File: src/rtl/bsdm_pkg.sv
package bsdm_pkg;

    localparam int PIX_W     = 8;
    localparam int SUM_W     = 20;
    localparam int SQ_W      = 28;
    localparam int BS_W      = 7;
    localparam int OFF_W     = 6;
    localparam int CFG_W     = 13;
    localparam int CFG_IDX_W = 2;
    localparam int DEV_W     = 15;
    localparam int ROW_W     = 11;
    localparam int COL_W     = 9;

    localparam int BS_MIN    = 2;
    localparam int BS_MAX    = 64;
    localparam int BS_RST    = 8;
    localparam int FW_RST    = 640;
    localparam int FH_RST    = 480;

    localparam int DEF_MAX_BLOCK_COLS = 512;
    localparam int DEF_MAX_FRAME_SIDE = 4096;

    // deviation datapath widths
    localparam int N_W   = 2 * BS_W - 1;        // block_size^2, up to 4096
    localparam int A_W   = N_W + SQ_W;          // n * sumsq
    localparam int B_W   = 2 * SUM_W;           // sum^2
    localparam int D_W   = 2 * N_W;             // n^2
    localparam int NUM_W = A_W + 16;            // (n*sumsq - sum^2) << 16
    localparam int Q_W   = 2 * DEV_W;           // quotient kept below 2^Q_W
    localparam int CNT_W = $clog2(Q_W);

    localparam logic [DEV_W-1:0] DEV_SAT = {DEV_W{1'b1}};

    typedef enum logic [CFG_IDX_W-1:0] {
        REG_BLOCK_SIZE   = 2'd0,
        REG_FRAME_WIDTH  = 2'd1,
        REG_FRAME_HEIGHT = 2'd2
    } t_reg_idx;

    typedef struct packed {
        logic in_blk;
        logic first;
        logic last;
        logic frame_done;
    } t_pos_flags;

    typedef struct packed {
        logic [SUM_W-1:0] sum;
        logic [SQ_W-1:0]  sq;
        logic [BS_W-1:0]  bs;
        logic [ROW_W-1:0] row;
        logic [COL_W-1:0] col;
        logic             done;
    } t_job;

endpackage

File: src/rtl/bsdm_dev.sv
module bsdm_dev
    import bsdm_pkg::*;
(
    input  logic             i_clk,
    input  logic             i_rst_n,
    input  logic             i_job_valid,
    input  t_job             i_job,
    output logic             o_idle,
    output logic             o_valid,
    input  logic             i_ready,
    output logic [DEV_W-1:0] o_dev,
    output logic [ROW_W-1:0] o_row,
    output logic [COL_W-1:0] o_col,
    output logic             o_done
);

    typedef enum logic [2:0] {
        S_IDLE, S_SQUARE, S_PROD, S_DIFF, S_DIV, S_ROOT, S_OUT
    } t_state;

    t_state r_state, n_state;
    t_job   r_job, n_job;
    logic [N_W-1:0]   r_n, n_n;
    logic [A_W-1:0]   r_a, n_a;
    logic [B_W-1:0]   r_b, n_b;
    logic [D_W-1:0]   r_d, n_d;
    logic [NUM_W-1:0] r_rem, n_rem, r_ds, n_ds, num;
    logic [Q_W-1:0]   r_q, n_q, r_v, n_v, r_bit, n_bit;
    logic [Q_W:0]     r_root, n_root, trial;
    logic [CNT_W-1:0] r_cnt, n_cnt;
    logic [DEV_W-1:0] r_res, n_res;
    logic             r_ov, n_ov;
    logic [DEV_W-1:0] r_odev, n_odev;
    logic [ROW_W-1:0] r_orow, n_orow;
    logic [COL_W-1:0] r_ocol, n_ocol;
    logic             r_odone, n_odone;

    always_comb begin
        n_state = r_state;
        n_job   = r_job;
        n_n     = r_n;
        n_a     = r_a;
        n_b     = r_b;
        n_d     = r_d;
        n_rem   = r_rem;
        n_ds    = r_ds;
        n_q     = r_q;
        n_v     = r_v;
        n_bit   = r_bit;
        n_root  = r_root;
        n_cnt   = r_cnt;
        n_res   = r_res;
        n_ov    = r_ov && !i_ready;
        n_odev  = r_odev;
        n_orow  = r_orow;
        n_ocol  = r_ocol;
        n_odone = r_odone;
        num     = NUM_W'(r_a - A_W'(r_b)) << 16;
        trial   = r_root + (Q_W+1)'(r_bit);
        case (r_state)
            S_IDLE: begin
                if (i_job_valid) begin
                    n_job   = i_job;
                    n_state = S_SQUARE;
                end
            end
            S_SQUARE: begin
                n_n     = N_W'(r_job.bs) * N_W'(r_job.bs);
                n_state = S_PROD;
            end
            S_PROD: begin
                n_a     = A_W'(r_n) * A_W'(r_job.sq);
                n_b     = B_W'(r_job.sum) * B_W'(r_job.sum);
                n_d     = D_W'(r_n) * D_W'(r_n);
                n_state = S_DIFF;
            end
            S_DIFF: begin
                if (A_W'(r_b) >= r_a) begin
                    // negative or zero variance
                    n_res   = '0;
                    n_state = S_OUT;
                end else if (num >= (NUM_W'(r_d) << Q_W)) begin
                    n_res   = DEV_SAT;
                    n_state = S_OUT;
                end else begin
                    n_rem   = num;
                    n_ds    = NUM_W'(r_d) << (Q_W - 1);
                    n_q     = '0;
                    n_cnt   = CNT_W'(Q_W - 1);
                    n_state = S_DIV;
                end
            end
            S_DIV: begin
                if (r_rem >= r_ds) begin
                    n_rem = r_rem - r_ds;
                    n_q   = {r_q[Q_W-2:0], 1'b1};
                end else begin
                    n_q   = {r_q[Q_W-2:0], 1'b0};
                end
                n_ds  = r_ds >> 1;
                n_cnt = r_cnt - CNT_W'(1);
                if (r_cnt == '0) begin
                    n_v     = n_q;
                    n_root  = '0;
                    n_bit   = Q_W'(1) << (Q_W - 2);
                    n_cnt   = CNT_W'(Q_W / 2 - 1);
                    n_state = S_ROOT;
                end
            end
            S_ROOT: begin
                if ((Q_W+1)'(r_v) >= trial) begin
                    n_v    = r_v - Q_W'(trial);
                    n_root = (r_root >> 1) + (Q_W+1)'(r_bit);
                end else begin
                    n_root = r_root >> 1;
                end
                n_bit = r_bit >> 2;
                n_cnt = r_cnt - CNT_W'(1);
                if (r_cnt == '0) begin
                    n_res   = n_root[DEV_W-1:0];
                    n_state = S_OUT;
                end
            end
            S_OUT: begin
                if (!r_ov || i_ready) begin
                    n_ov    = 1'b1;
                    n_odev  = r_res;
                    n_orow  = r_job.row;
                    n_ocol  = r_job.col;
                    n_odone = r_job.done;
                    n_state = S_IDLE;
                end
            end
            default: n_state = S_IDLE;
        endcase
    end

    always_ff @(posedge i_clk) begin
        if (!i_rst_n) begin
            r_state <= S_IDLE;
            r_ov    <= 1'b0;
        end else begin
            r_state <= n_state;
            r_ov    <= n_ov;
        end
        r_job   <= n_job;
        r_n     <= n_n;
        r_a     <= n_a;
        r_b     <= n_b;
        r_d     <= n_d;
        r_rem   <= n_rem;
        r_ds    <= n_ds;
        r_q     <= n_q;
        r_v     <= n_v;
        r_bit   <= n_bit;
        r_root  <= n_root;
        r_cnt   <= n_cnt;
        r_res   <= n_res;
        r_odev  <= n_odev;
        r_orow  <= n_orow;
        r_ocol  <= n_ocol;
        r_odone <= n_odone;
    end

    assign o_idle  = (r_state == S_IDLE);
    assign o_valid = r_ov;
    assign o_dev   = r_odev;
    assign o_row   = r_orow;
    assign o_col   = r_ocol;
    assign o_done  = r_odone;

endmodule

File: config.mk
export PLATFORM = sky130hd
export DESIGN_NAME = bsdm_dev
export DESIGN_NICKNAME = d
export VERILOG_FILES = /design/src/rtl/bsdm_pkg.sv /design/src/rtl/bsdm_dev.sv
export SDC_FILE = /design/constraint.sdc
export NUM_CORES = 2
export LEC_CHECK = 0
export BUFFER_PORTS_ARGS = -buffer_cell sky130_fd_sc_hd__buf_2
export CORE_UTILIZATION = 59
export DETAILED_ROUTE_END_ITERATION = 10
export GPL_TIMING_DRIVEN = 0
export PLACE_DENSITY = 0.8
export RECOVER_POWER = 25
export SLEW_MARGIN = 20
export SYNTH_ARGS = -nofsm -noshare
export SYNTH_HDL_FRONTEND = slang
export SYNTH_SLANG_ARGS = --single-unit
File: constraint.sdc
create_clock -name i_clk -period 11.25 [get_ports i_clk]
set_clock_uncertainty 0.15 [all_clocks]
set_input_delay 2.25 -clock i_clk [delete_from_list [all_inputs] [get_ports i_clk]]
set_output_delay 2.25 -clock i_clk [all_outputs]
set_load 0.01 [all_outputs]
==> flow_summary.toml <==
[floorplan]
die_w_um = 302.6
start_util_pct = 59.94
rows = 109
chipHeight_um = 302.6
core_mm2 = 0.08892
io_pins = 118
dieArea_mm2 = 0.09155

[layout]
nets = 6864
antenna_cells = 0
drive_gt1_share_pct = 5.051
final_area_mm2 = 0.05763
area_growth_pct = 8.118

[timing]
hold_slack_ns = 0.2631
fin_tns_setup_ns = 0
maxSlewViolCount = 11
period_minus_slack_ns = 8.631
setup_viol = 0
finalCritPeriodShare_pct = 76.72
grt_setup_unrepaired = "no"
hold_violations = 0
worstMarginPinSlew_ns = 1.508
slew_headroom_pct = -0.7382
max_freq_ghz = 0.1159

[worst_setup_path]
cp-end-kind = "flip-flop"
worstSetupPathType = "reg -> reg"
cpMostUsedCell = "fa_1"
path_max_fanout = 10
critPathRequiredTime_ns = 11.51
worstSetupStartpointType = "flip-flop"
cpPeakStageDelay_ns = 0.65
slowest_stage = "clkbuf_1"
cp.arrival_ns = 8.89

[grt]
busiest_layer = "met2"
grt_use_met2_pct = 48.54
grt_use_met3_pct = 4.662
grt_max_degree = 42
gr-total-overflow = 0
gr-usage-met1_pct = 38.46
antenna_found_initial = 3
grt_pass1_vias = 40620
track_usage_pct = 29.22
grt_pass1_wl_mm = 210.3

[route]
vias = 39670
wirelength_mm = 130.5
wl_per_cell_um = 19.18
drc = 0
vias_per_cell = 5.827
drt_iter0_drc = 3300
dr.pass1.iters = 6
ant_nets = 0

[cts]
cts_setup_buffers = 0
clk_pin_slew_ns = 0.07
cts-buffers-inserted = 54
root_buffer = "clkbuf_16"
cts.htree.levels = 2
hold_buffers = 0
cts_tree = "built"
cts_resized = 0
clock_sinks = 470
clockBufferDepth = 3
clk_latency_ns = 0.68

[logic_synthesis]
ys_warn_count = 0
yosysMostFrequentCell = "inv_1"
synth_top_area_cell = "edfxtp_1"
synthArstFlopShare_pct = 0
ys.flop_type = "edfxtp_1"
ys_types = 91
yosys-top-cells-count = "885 x inv_1, 638 x fa_1, 549 x ha_1, 545 x nand2_1, 466 x edfxtp_1"
synth_sequential_area_ratio_pct = 26.40
yosysTopAreaCellShare_pct = 26.25
syn_avg_cell_area_um2 = 9.872
ys_ff_latch = 470
syn_inst = 5399
synth_edf_count = 466
synthTopCellsByArea = "edfxtp_1 26%, fa_1 24%, ha_1 13%"
netlist_area_mm2 = 0.05330

[hold_path]
hold_path_class = "reg -> reg"

[placed_design]
gp_congestion = 0.9373
dpl_cell_area_mm2 = 0.05577
post-dp-hpwl_mm = 105.1
place.port_buffers = 117

[outcome]
violations = "capacitance limit, slew limit"
status = "finished, violations left"

[job]
drv_cap = 1
[layer usage]
metal	wire length (µm)	share of wire (%)
met5	0	0
met3	9984	7.6
met1	52840	40
met4	5445	4.2
met2	62270	48
[stage by stage]
stage / std cells / setup slack, ns / util [%]
floorplan: 5403 / 0.7595 / -
global placement: 6685 / -3.092 / 62.26
detailed placement: 6706 / 2.710 / 62.71
CTS: 6807 / 2.648 / 64.84
global route: 6807 / 2.197 / 64.81
finish: 6807 / 2.619 / 64.81
[layout by cell type, fill, tap and decap left out, types with 113 or more instances in the layout]
master / Yosys / final
inv_1: 885 / 885
fa_1: 638 / 638
ha_1: 549 / 549
nand2_1: 545 / 543
edfxtp_1: 466 / 466
and2_1: 326 / 320
nor2_1: 257 / 257
a21oi_1: 245 / 245
clkbuf_1: 184 / 197
o21ai_0: 187 / 186
xnor2_1: 183 / 183
buf_2: 2 / 116
xor2_1: 113 / 113
[area by class of cell]
class / instances / area (µm²)
Timing Repair Buffer: 138 / 928.4
Clock inverter: 41 / 519.2
Tap cell: 1165 / 1458
Sequential cell: 470 / 14070
Fill cell: 6943 / 31290
Clock buffer: 60 / 1374
Inverter: 885 / 3322
Multi-Input combinational cell: 3856 / 35200
Buffer: 192 / 750.7
[critical path: cells and delay by family, from the launching register on]
family	cells	cell delay (ns)
adder cells (fa/ha/maj)	8	3.74
AO/OA/AOI/OAI	7	1.56
buffers and inverters	7	1.52
AND/OR/NAND/NOR	3	0.83
flip-flops	1	0.42
XOR/XNOR	1	0.14
[registers in the layout, indices dropped and copies added (netlist names), 25 cells and up]
| register | count |
|---|---|
| r_d | 25 |
| r_a | 41 |
| r_root | 31 |
| r_job | 76 |
| r_ds | 55 |
| r_q | 29 |
| r_rem | 57 |
| r_v | 30 |
| r_b | 39 |
[final timing paths]
kind         cells after the start      start  slack (ns)        to
max                             26  r_job[66]        2.62   r_b[39]
min                              0  r_job[13]        0.26  o_row[3]
max reg2reg                     26  r_job[66]        2.62   r_b[39]
min reg2reg                      0  r_job[13]        0.26  o_row[3]
[cells by family (layout without fill, tap and decap cells)]
family	after synthesis	in the layout	synth area share [%]
simple gates	1485	1485	13.63
fa+ha+maj	1187	1187	36.85
buf+inv	1077	1316	7.655
compound gates	865	865	10.24
flops	470	470	26.40
xor+xnor	296	296	4.864
mux	17	17	0.3427
other cells	2	6	0.01409
Power is left out: the tool's default activity adds up to more than one toggle a clock period on the data nets, which glitch-free logic cannot reach.
