`config.mk`:
```
export PLATFORM = sky130hd
export DESIGN_NAME = bsdm_pos
export DESIGN_NICKNAME = d
export VERILOG_FILES = /design/src/rtl/bsdm_pkg.sv /design/src/rtl/bsdm_pos.sv
export SDC_FILE = /design/constraint.sdc
export NUM_CORES = 1
export LEC_CHECK = 0
export BUFFER_PORTS_ARGS = -buffer_cell sky130_fd_sc_hd__buf_4
export CAP_MARGIN = 25
export CORE_MARGIN = 2
export CORE_UTILIZATION = 55
export DETAILED_ROUTE_END_ITERATION = 8
export PLACE_DENSITY_LB_ADDON = 0.05
export SKIP_LAST_GASP = 1
export SLEW_MARGIN = 40
export SYNTH_ARGS = -nofsm -noshare
export SYNTH_HDL_FRONTEND = slang
export SYNTH_SLANG_ARGS = --single-unit
```
`constraint.sdc`:
```
create_clock -name i_clk -period 5.3 [get_ports i_clk]
set_input_delay 1.06 -clock i_clk [delete_from_list [all_inputs] [get_ports i_clk]]
set_output_delay 1.06 -clock i_clk [all_outputs]
set_load 0.05 [all_outputs]
```
`src/rtl/bsdm_pkg.sv`:
```
package bsdm_pkg;

    localparam int PIX_W     = 8;
    localparam int SUM_W     = 20;
    localparam int SQ_W      = 28;
    localparam int BS_W      = 7;
    localparam int OFF_W     = 6;
    localparam int CFG_W     = 13;
    localparam int CFG_IDX_W = 2;
    localparam int DEV_W     = 15;
    localparam int ROW_W     = 11;
    localparam int COL_W     = 9;

    localparam int BS_MIN    = 2;
    localparam int BS_MAX    = 64;
    localparam int BS_RST    = 8;
    localparam int FW_RST    = 640;
    localparam int FH_RST    = 480;

    localparam int DEF_MAX_BLOCK_COLS = 512;
    localparam int DEF_MAX_FRAME_SIDE = 4096;

    // deviation datapath widths
    localparam int N_W   = 2 * BS_W - 1;        // block_size^2, up to 4096
    localparam int A_W   = N_W + SQ_W;          // n * sumsq
    localparam int B_W   = 2 * SUM_W;           // sum^2
    localparam int D_W   = 2 * N_W;             // n^2
    localparam int NUM_W = A_W + 16;            // (n*sumsq - sum^2) << 16
    localparam int Q_W   = 2 * DEV_W;           // quotient kept below 2^Q_W
    localparam int CNT_W = $clog2(Q_W);

    localparam logic [DEV_W-1:0] DEV_SAT = {DEV_W{1'b1}};

    typedef enum logic [CFG_IDX_W-1:0] {
        REG_BLOCK_SIZE   = 2'd0,
        REG_FRAME_WIDTH  = 2'd1,
        REG_FRAME_HEIGHT = 2'd2
    } t_reg_idx;

    typedef struct packed {
        logic in_blk;
        logic first;
        logic last;
        logic frame_done;
    } t_pos_flags;

    typedef struct packed {
        logic [SUM_W-1:0] sum;
        logic [SQ_W-1:0]  sq;
        logic [BS_W-1:0]  bs;
        logic [ROW_W-1:0] row;
        logic [COL_W-1:0] col;
        logic             done;
    } t_job;

endpackage

```
`src/rtl/bsdm_pos.sv`:
```
module bsdm_pos
    import bsdm_pkg::*;
#(
    parameter int MAX_BLOCK_COLS = DEF_MAX_BLOCK_COLS,
    parameter int MAX_FRAME_SIDE = DEF_MAX_FRAME_SIDE,
    parameter int FW             = $clog2(MAX_FRAME_SIDE) + 1,
    parameter int PW             = FW - 1
) (
    input  logic                 i_clk,
    input  logic                 i_rst_n,
    input  logic                 i_cfg_we,
    input  logic [CFG_IDX_W-1:0] i_cfg_index,
    input  logic [CFG_W-1:0]     i_cfg_data,
    input  logic                 i_step,
    output logic                 o_ready,
    output t_pos_flags           o_flags,
    output logic [PW-1:0]        o_bx,
    output logic [PW-1:0]        o_by,
    output logic [BS_W-1:0]      o_bs
);

    localparam int CW   = (FW > CFG_W) ? FW : CFG_W;
    localparam int CNTW = $clog2(FW);

    logic [BS_W-1:0]  r_bs_reg;
    logic [CFG_W-1:0] r_fw_reg, r_fh_reg;
    logic [BS_W-1:0]  bs_c;
    logic [FW-1:0]    fw_c, fh_c;
    logic [CW-1:0]    fw_ext, fh_ext;

    logic [PW-1:0]    r_x, r_y, r_bx, r_by, r_cols, r_rows;
    logic [OFF_W-1:0] r_ox, r_oy;

    // shared restoring divider for the position / grid recompute
    logic             r_busy;
    logic [1:0]       r_phase;
    logic [CNTW-1:0]  r_cnt;
    logic [FW-1:0]    r_num, r_quo;
    logic [BS_W-1:0]  r_rem;
    logic [BS_W:0]    trial;
    logic             qbit;
    logic [BS_W-1:0]  n_rem;
    logic [FW-1:0]    n_quo;
    logic [FW-1:0]    next_operand;

    logic [FW-1:0]    x_inc, y_inc, y_cand;
    logic             x_wrap, y_zero, ox_wrap, oy_wrap;

    always_comb begin
        if (r_bs_reg < BS_W'(BS_MIN))      bs_c = BS_W'(BS_MIN);
        else if (r_bs_reg > BS_W'(BS_MAX)) bs_c = BS_W'(BS_MAX);
        else                               bs_c = r_bs_reg;
        fw_ext = CW'(r_fw_reg);
        fh_ext = CW'(r_fh_reg);
        if (fw_ext == '0)                       fw_c = FW'(1);
        else if (fw_ext > CW'(MAX_FRAME_SIDE))  fw_c = FW'(MAX_FRAME_SIDE);
        else                                    fw_c = FW'(fw_ext);
        if (fh_ext == '0)                       fh_c = FW'(1);
        else if (fh_ext > CW'(MAX_FRAME_SIDE))  fh_c = FW'(MAX_FRAME_SIDE);
        else                                    fh_c = FW'(fh_ext);
    end

    always_comb begin
        trial = {r_rem, r_num[FW-1]};
        qbit  = (trial >= (BS_W+1)'(bs_c));
        n_rem = qbit ? BS_W'(trial - (BS_W+1)'(bs_c)) : BS_W'(trial);
        n_quo = {r_quo[FW-2:0], qbit};
        case (r_phase)
            2'd0:    next_operand = FW'(r_y);
            2'd1:    next_operand = fw_c;
            2'd2:    next_operand = fh_c;
            default: next_operand = FW'(r_x);
        endcase
    end

    // raster step
    always_comb begin
        x_inc   = FW'(r_x) + FW'(1);
        x_wrap  = (x_inc >= fw_c);
        y_inc   = FW'(r_y) + FW'(1);
        y_cand  = x_wrap ? y_inc : FW'(r_y);
        y_zero  = (y_cand >= fh_c);
        ox_wrap = (BS_W'(r_ox) + BS_W'(1) == bs_c);
        oy_wrap = (BS_W'(r_oy) + BS_W'(1) == bs_c);
    end

    always_ff @(posedge i_clk) begin
        if (!i_rst_n) begin
            r_bs_reg <= BS_W'(BS_RST);
            r_fw_reg <= CFG_W'(FW_RST);
            r_fh_reg <= CFG_W'(FH_RST);
            r_x      <= '0;
            r_y      <= '0;
            r_busy   <= 1'b1;
            r_phase  <= '0;
            r_cnt    <= CNTW'(FW - 1);
            r_num    <= '0;
            r_rem    <= '0;
            r_quo    <= '0;
        end else if (i_cfg_we) begin
            case (t_reg_idx'(i_cfg_index))
                REG_BLOCK_SIZE:   r_bs_reg <= i_cfg_data[BS_W-1:0];
                REG_FRAME_WIDTH:  r_fw_reg <= i_cfg_data;
                REG_FRAME_HEIGHT: r_fh_reg <= i_cfg_data;
                default: ;
            endcase
            // restart the recompute with the pixel column
            r_busy  <= 1'b1;
            r_phase <= '0;
            r_cnt   <= CNTW'(FW - 1);
            r_num   <= FW'(r_x);
            r_rem   <= '0;
            r_quo   <= '0;
        end else if (r_busy) begin
            r_num <= {r_num[FW-2:0], 1'b0};
            r_rem <= n_rem;
            r_quo <= n_quo;
            r_cnt <= r_cnt - CNTW'(1);
            if (r_cnt == '0) begin
                case (r_phase)
                    2'd0: begin
                        r_bx <= n_quo[PW-1:0];
                        r_ox <= n_rem[OFF_W-1:0];
                    end
                    2'd1: begin
                        r_by <= n_quo[PW-1:0];
                        r_oy <= n_rem[OFF_W-1:0];
                    end
                    2'd2: begin
                        if (32'(n_quo) > 32'(MAX_BLOCK_COLS)) r_cols <= PW'(MAX_BLOCK_COLS);
                        else                                  r_cols <= n_quo[PW-1:0];
                    end
                    default: r_rows <= n_quo[PW-1:0];
                endcase
                r_phase <= r_phase + 2'd1;
                r_busy  <= (r_phase != 2'd3);
                r_cnt   <= CNTW'(FW - 1);
                r_num   <= next_operand;
                r_rem   <= '0;
                r_quo   <= '0;
            end
        end else if (i_step) begin
            if (x_wrap) begin
                r_x  <= '0;
                r_ox <= '0;
                r_bx <= '0;
            end else begin
                r_x  <= x_inc[PW-1:0];
                r_ox <= ox_wrap ? '0 : r_ox + OFF_W'(1);
                r_bx <= ox_wrap ? r_bx + PW'(1) : r_bx;
            end
            if (y_zero) begin
                r_y  <= '0;
                r_oy <= '0;
                r_by <= '0;
            end else if (x_wrap) begin
                r_y  <= y_cand[PW-1:0];
                r_oy <= oy_wrap ? '0 : r_oy + OFF_W'(1);
                r_by <= oy_wrap ? r_by + PW'(1) : r_by;
            end
        end
    end

    always_comb begin
        o_flags.in_blk     = (r_bx < r_cols) && (r_by < r_rows);
        o_flags.first      = (r_ox == '0) && (r_oy == '0);
        o_flags.last       = o_flags.in_blk && ox_wrap && oy_wrap;
        o_flags.frame_done = (r_by == r_rows - PW'(1)) && (r_bx == r_cols - PW'(1));
    end

    assign o_ready = !r_busy;
    assign o_bx    = r_bx;
    assign o_by    = r_by;
    assign o_bs    = bs_c;

endmodule

```
==> results of run 1 <==
## power groups by stage
stage	Combinational, mW	Sequential (mW)	Clock, mW
global route	0.839	1.41	1.33
CTS	0.733	1.41	1.27
finish	0.753	1.41	1.26
floorplan	0.545	1.42	0
global placement	0.717	1.43	0
detailed placement	0.730	1.44	0
## repair_timing
action | CTS | global route
gates resized for setup | 0 | 29
hold buffers | 0 | 0
endpoints found under the setup margin | 0 | 36
setup buffers | 0 | 6
## worst paths after layout
| path | slack [ns] | from | to | depth (start not counted) |
|---|---|---|---|---|
| hold / removal | 0.47 | r_num[9]$_SDFFE_PN0P_ | r_num[9]$_SDFFE_PN0P_ | 2 |
| setup reg to reg | 0.13 | r_x[1]$_SDFFE_PN0P_ | r_y[11]$_SDFFE_PN0P_ | 22 |
| hold reg to reg | 0.47 | r_num[9]$_SDFFE_PN0P_ | r_num[9]$_SDFFE_PN0P_ | 2 |
| setup / recovery | 0.13 | r_x[1]$_SDFFE_PN0P_ | r_y[11]$_SDFFE_PN0P_ | 22 |
## cell usage in the layout (no fill, tap or decap), drive strengths merged, types with 5 or more instances in the layout
cell type,Yosys,final
ha,72,72
mux2i,9,9
nand4,14,14
nor2,57,57
a31oi,10,10
and3,23,23
inv,62,63
a21oi,92,92
buf,13,94
o22ai,11,11
nand3b,18,18
a21o,5,5
a211oi,7,7
a21boi,5,5
o21a,7,7
clkinv,2,9
and2,16,17
nand2b,7,7
clkbuf,33,18
nand3,70,70
a2111oi,5,5
or3,7,7
nand2,173,173
nor4,17,17
o211ai,13,13
a221oi,13,13
nor3b,11,11
edfxtp,60,60
xor2,34,34
dfxtp,96,96
nor3,18,18
xnor2,57,57
o21ai,73,73
a211o,7,7
## metal layers
layer / share of wire, % / global-route usage (%)
met5: 0 / 0
met2: 48 / 47.9
met3: 6.0 / 4.52
met4: 2.5 / 9.67
met1: 43 / 39.0
## worst max-delay path: stages, from the launching register on
cell and delay (ns):
dfxtp_2 0.35, ha_1 0.17, and3_2 0.23, and3_4 0.21, nand3_1 0.13, xnor2_2 0.18
ha_1 0.30, nand4_1 0.14, o21bai_1 0.12, a2111oi_4 0.48, nor2_4 0.08, buf_4 0.17
nand4_1 0.16, xnor2_1 0.12, ha_2 0.22, a2111oi_4 0.34, o21ai_2 0.13, a221oi_4 0.37
buf_4 0.18, nand3_4 0.11, or4_4 0.62, o21a_1 0.19, a21oi_1 0.12
## layout make-up
class	instances	area [um2]	area share, %
multi-input combinational	901	5940	51.7
sequential	156	3730	32.4
timing repair buffer	94	709	6.17
clock buffer	18	429	3.73
tap	229	287	2.49
inverter	64	240	2.09
clock inverter	14	170	1.48
## stage by stage
step,utilization (%),setup TNS [ns]
2_1_floorplan,-,0
3_3_place_gp,60.2,0
3_5_place_dp,60.2,0
4_1_cts,63.5,0
5_1_grt,64.5,-0.749
6_report,64.5,0
## cell families (layout without fill, tap and decap cells)
family	after synthesis	count (layout)	share of synthesized area, %
muxes	13	13	1.36
adders and majority gates	73	73	9.25
buffers and inverters	110	190	4.31
xor gates and xnor gates	92	92	8.23
DFF	156	156	37.4
and+or+nand+nor	449	450	22.4
AOI/OAI and AO/OA	271	271	17.1
other	1	2	0.0376
==> flow_summary.yaml, run 1 <==
status:
  status: "complete, no violations"
final_layout:
  finalNetCount: 1326
  layout.cells.non_filler: 1476
  syn2layout_area_growth_pct: 15.5
  fin_area_um2: 11500
  layout-drive-gt1-share_pct: 12.8
  n_antenna_cell: 0
  fill_cells: 1553
detailed_routing:
  routed_wirelength_um: 27700
  drt-pass1-iter-count: 6
  num_vias: 8922
  drcViolationCount: 0
  viasPerCell: 6.04
  ant_nets: 0
  wire_per_inst_um: 18.8
  drt-initial-drc-count: 832
clocking:
  clockBufferDepth: 2
  h-tree-depth: 4
  numCtsBuffers: 17
  tritoncts: "done"
  clk_pin_slew_ns: 0.07
  cts.sink_count: 156
  clkLatencyLatePin_ns: 0.44
  cts_root_buf: "clkbuf_16"
synth:
  synthMostInstantiatedCell: "nand2_1"
  synth.top_cell.area_share_pct: 19.3
  syn_area_um2: 9960
  synth-edff-count: 60
  synth_async_sr_flop_share_pct: 0
  synth_area_leader_cell: "dfxtp_1"
  postSynthAreaPerCell_um2: 8.55
  synth_cells: 1165
  ys_top_cells_by_area: "dfxtp_1, edfxtp_1, ha_1, nand2_1, xnor2_1"
  yosys.cell_types.count: 75
  ys_seq_area_share_pct: 37.4
  synthTopCellsByCount: "nand2_1, dfxtp_1, a21oi_1"
  ys_warn_count: 0
  ys_seq_elements: 156
  synth_ff_type: "dfxtp_1"
worst_hold_path:
  hp-class: "reg -> reg"
floorplanning:
  die_w_um: 139
  start_util_pct: 55.8
  core_um2: 17800
  die_y_um: 139
  num_rows: 49
  die-area_um2: 19200
  pin_count: 55
power:
  switchingPower_mw: 1.02
  comb_power_share_pct: 22.0
  cellPowerDensity_nw_per_um2: 298
  finalPower_mw: 3.42
  cellLeakagePower_nw: 4.44
  swShare_pct: 29.8
  clkPwrFrac_pct: 36.9
  internal_power_mw: 2.41
  vdd_drop_max_mv: 0.246
  p_seq_share_pct: 41.2
sta:
  finalCriticalPeriod_ns: 5.17
  fin_hold_ws_ns: 0.467
  finalHoldViolations: 0
  tightest_slew_ns: 0.663
  period_share_pct: 97.6
  skew_ns: 0.0101
  slew_violations: 0
  worst_slack_ns: 0.130
  fmax_mhz: 193
  setup_violations: 0
  relSlewSlack_pct: 55.7
job:
  drv_cap: 0
global_route:
  grt_pass1_vias: 8411
  antenna_found_initial: 0
  grt_max_degree: 49
  grt_util_all_layers_pct: 29.0
  grt_pass1_wl_um: 44600
  grt-ovfl-total: 0
place:
  place_congestion: 1.02
  dp_slack_ns: 0.0540
  placed_cells: 1437
  hpwl_um: 20600
  port_buffers: 54
  place_area_um2: 10700
setup_path:
  critPathCaptureType: "flip-flop"
  start_kind: "flip-flop"
  path_max_fanout: 8
  cp_data_arrival_time_ns: 5.54
  crit_required_ns: 5.67
  critical_path_class: "reg -> reg"
(Power assumes the default switching activity.)
==> run 2: changes to the inputs <==
--- a/config.mk
+++ b/config.mk
@@ -5,7 +5,7 @@
 export SDC_FILE = /design/constraint.sdc
 export NUM_CORES = 1
 export LEC_CHECK = 0
-export BUFFER_PORTS_ARGS = -buffer_cell sky130_fd_sc_hd__buf_4
+export BUFFER_PORTS_ARGS = -buffer_cell sky130_fd_sc_hd__buf_2
 export CAP_MARGIN = 25
 export CORE_MARGIN = 2
 export CORE_UTILIZATION = 55
==> run 2 against run 1 <==
  * Flip-flop and latch count did not move
  * Power hardly changed
  * Routed wire length grew 1.7%
  * Hold slack worse by 0.0043 ns
  * Die area stayed put
  * Register-to-register slack better by 0.07 ns
  * Clock-buffer cell count is 2 higher
  * Combinational power shrank 2.9%
  * Critical path depth down 2
  * Fmax grew 1.3%
  * Via count fell by 1.4%
  * Largest power group unchanged
  * Highest routed layer unchanged
==> flow_summary.yaml, run 2 (synthesis gave the netlist of run 1 again) <==
final_layout:
  finalNetCount: 1311
  layout_commonest_cell: "nand2_1"
  layout-drive-gt1-share_pct: 11.6
  syn2layout_area_growth_pct: 13.3
  layout.cells.non_filler: 1461
  layout_common_cells: "nand2_1, dfxtp_1, a21oi_1"
  n_antenna_cell: 0
  fin_area_um2: 11300
  fill_cells: 1571
detailed_routing:
  wire_per_inst_um: 19.3
  viasPerCell: 6.02
  ant_nets: 0
  routed_wirelength_um: 28200
  drt-pass1-iter-count: 6
  drcViolationCount: 0
  drt-initial-drc-count: 802
  num_vias: 8793
power:
  cellPowerDensity_nw_per_um2: 303
  cellLeakagePower_nw: 4.34
  finalPower_mw: 3.42
  vdd_drop_max_mv: 0.233
place:
  place_area_um2: 10500
  hpwl_um: 20900
  port_buffers: 54
  place_congestion: 1.01
  placed_cells: 1425
floorplanning:
  start_util_pct: 55.8
  die_w_um: 139
  die_y_um: 139
  pin_count: 55
  num_rows: 49
  core_um2: 17800
  die-area_um2: 19200
sta:
  tightest_slew_ns: 0.706
  finalCriticalPeriod_ns: 5.10
  fmax_mhz: 196
  period_share_pct: 96.3
  skew_ns: 0.00919
  slew_violations: 0
  finalHoldViolations: 0
  setup_violations: 0
  relSlewSlack_pct: 52.6
clocking:
  clockBufferDepth: 2
  cts_hold_buf: 0
  tritoncts: "done"
  clkLatencyLatePin_ns: 0.43
  h-tree-depth: 4
  cts.sink_count: 156
  clk_pin_slew_ns: 0.06
  numCtsBuffers: 17
  cts_root_buf: "clkbuf_16"
job:
  drv_cap: 0
status:
  status: "complete, no violations"
setup_path:
  critPathCaptureType: "flip-flop"
  cp_data_arrival_time_ns: 5.46
  cp_cell_sequence: "ha_4, and3_4, xor2_1, ha_1, a2111oi_0, o21ai_1, a2111oi_4, nor2_2, buf_4, and4b_1, xor2_1, ha_1, nand4_1, a21oi_1, a221oi_2, buf_4, nand3_4, or4_4, o21a_1, a21oi_1"
  path_max_fanout: 8
  crit_required_ns: 5.66
  critical_path_class: "reg -> reg"
  cp_top_family: "compound AO/OA/AOI/OAI gates"
  start_kind: "flip-flop"
  cp_slowest_cell: "or4_4"
  slowest_delay_ns: 0.59
  critPathBufInv: 2
worst_hold_path:
  hp-class: "reg -> reg"
global_route:
  antenna_found_initial: 0
  grt_util_all_layers_pct: 29.3
  grt_pass1_vias: 8347
  grt_max_degree: 49
  grt_pass1_wl_um: 44900
  grt-ovfl-total: 0
==> run 2: final timing paths <==
check,from,endpoint,slack [ns],depth (start not counted)
max reg2reg,r_x[1]$_SDFFE_PN0P_,r_y[11]$_SDFFE_PN0P_,0.20,20
max,r_x[1]$_SDFFE_PN0P_,r_y[11]$_SDFFE_PN0P_,0.20,20
min,r_num[9]$_SDFFE_PN0P_,r_num[9]$_SDFFE_PN0P_,0.46,2
min reg2reg,r_num[9]$_SDFFE_PN0P_,r_num[9]$_SDFFE_PN0P_,0.46,2
==> run 2: stage by stage <==
step | hold slack, ns | setup slack (ns) | utilization, % | TNS, ns
floorplan | 0.429 | 0.0512 | - | 0
global placement | 0.445 | -0.0411 | 58.9 | -0.488
detailed placement | 0.446 | -0.113 | 58.9 | -1.35
CTS | 0.457 | 0.000557 | 62.4 | 0
global route | 0.497 | -0.0864 | 63.3 | -1.14
finish | 0.463 | 0.198 | 63.3 | 0
==> run 2: report_power, final <==
part,internal (mW),switching (mW),total [mW]
combinational,0.294,0.437,0.731
sequential,1.36,0.0528,1.41
clock,0.785,0.496,1.28
==> run 2: cell type report <==
class | count | area (um2) | area share [%]
multi-input cells | 900 | 5960 | 52.8
flip-flops and latches | 156 | 3730 | 33.0
repair buffers | 80 | 465 | 4.12
clock buffers | 20 | 437 | 3.87
well taps | 229 | 287 | 2.54
inverters | 64 | 240 | 2.13
clock inverters | 12 | 171 | 1.52
==> run 2: timing repair <==
action | in CTS | in global routing
setup buffers | 2 | 2
pin swaps | 2 | 8
endpoints found under the setup margin | 16 | 47
gates resized for setup | 0 | 26
==> run 2: metal layers <==
| layer | vias to the layer above | GRT usage, % | part of all wire, % |
|---|---|---|---|
| li1 | 4299 | - | - |
| met1 | 4148 | 38.0 | 43 |
| met2 | 293 | 49.5 | 49 |
| met3 | 53 | 5.25 | 5.4 |
| met4 | 0 | 10.0 | 2.7 |
| met5 | - | 0 | 0 |
==> run 2: worst reg2reg max path, cell delays in order, from the launching register on <==
cell and delay [ns]:
dfxtp_2 0.38, ha_4 0.17, and3_4 0.21, xor2_1 0.17
ha_1 0.26, a2111oi_0 0.47, o21ai_1 0.20, a2111oi_4 0.41
nor2_2 0.10, buf_4 0.18, and4b_1 0.24, xor2_1 0.15
ha_1 0.34, nand4_1 0.13, a21oi_1 0.07, a221oi_2 0.35
buf_4 0.19, nand3_4 0.11, or4_4 0.59, o21a_1 0.19
a21oi_1 0.13
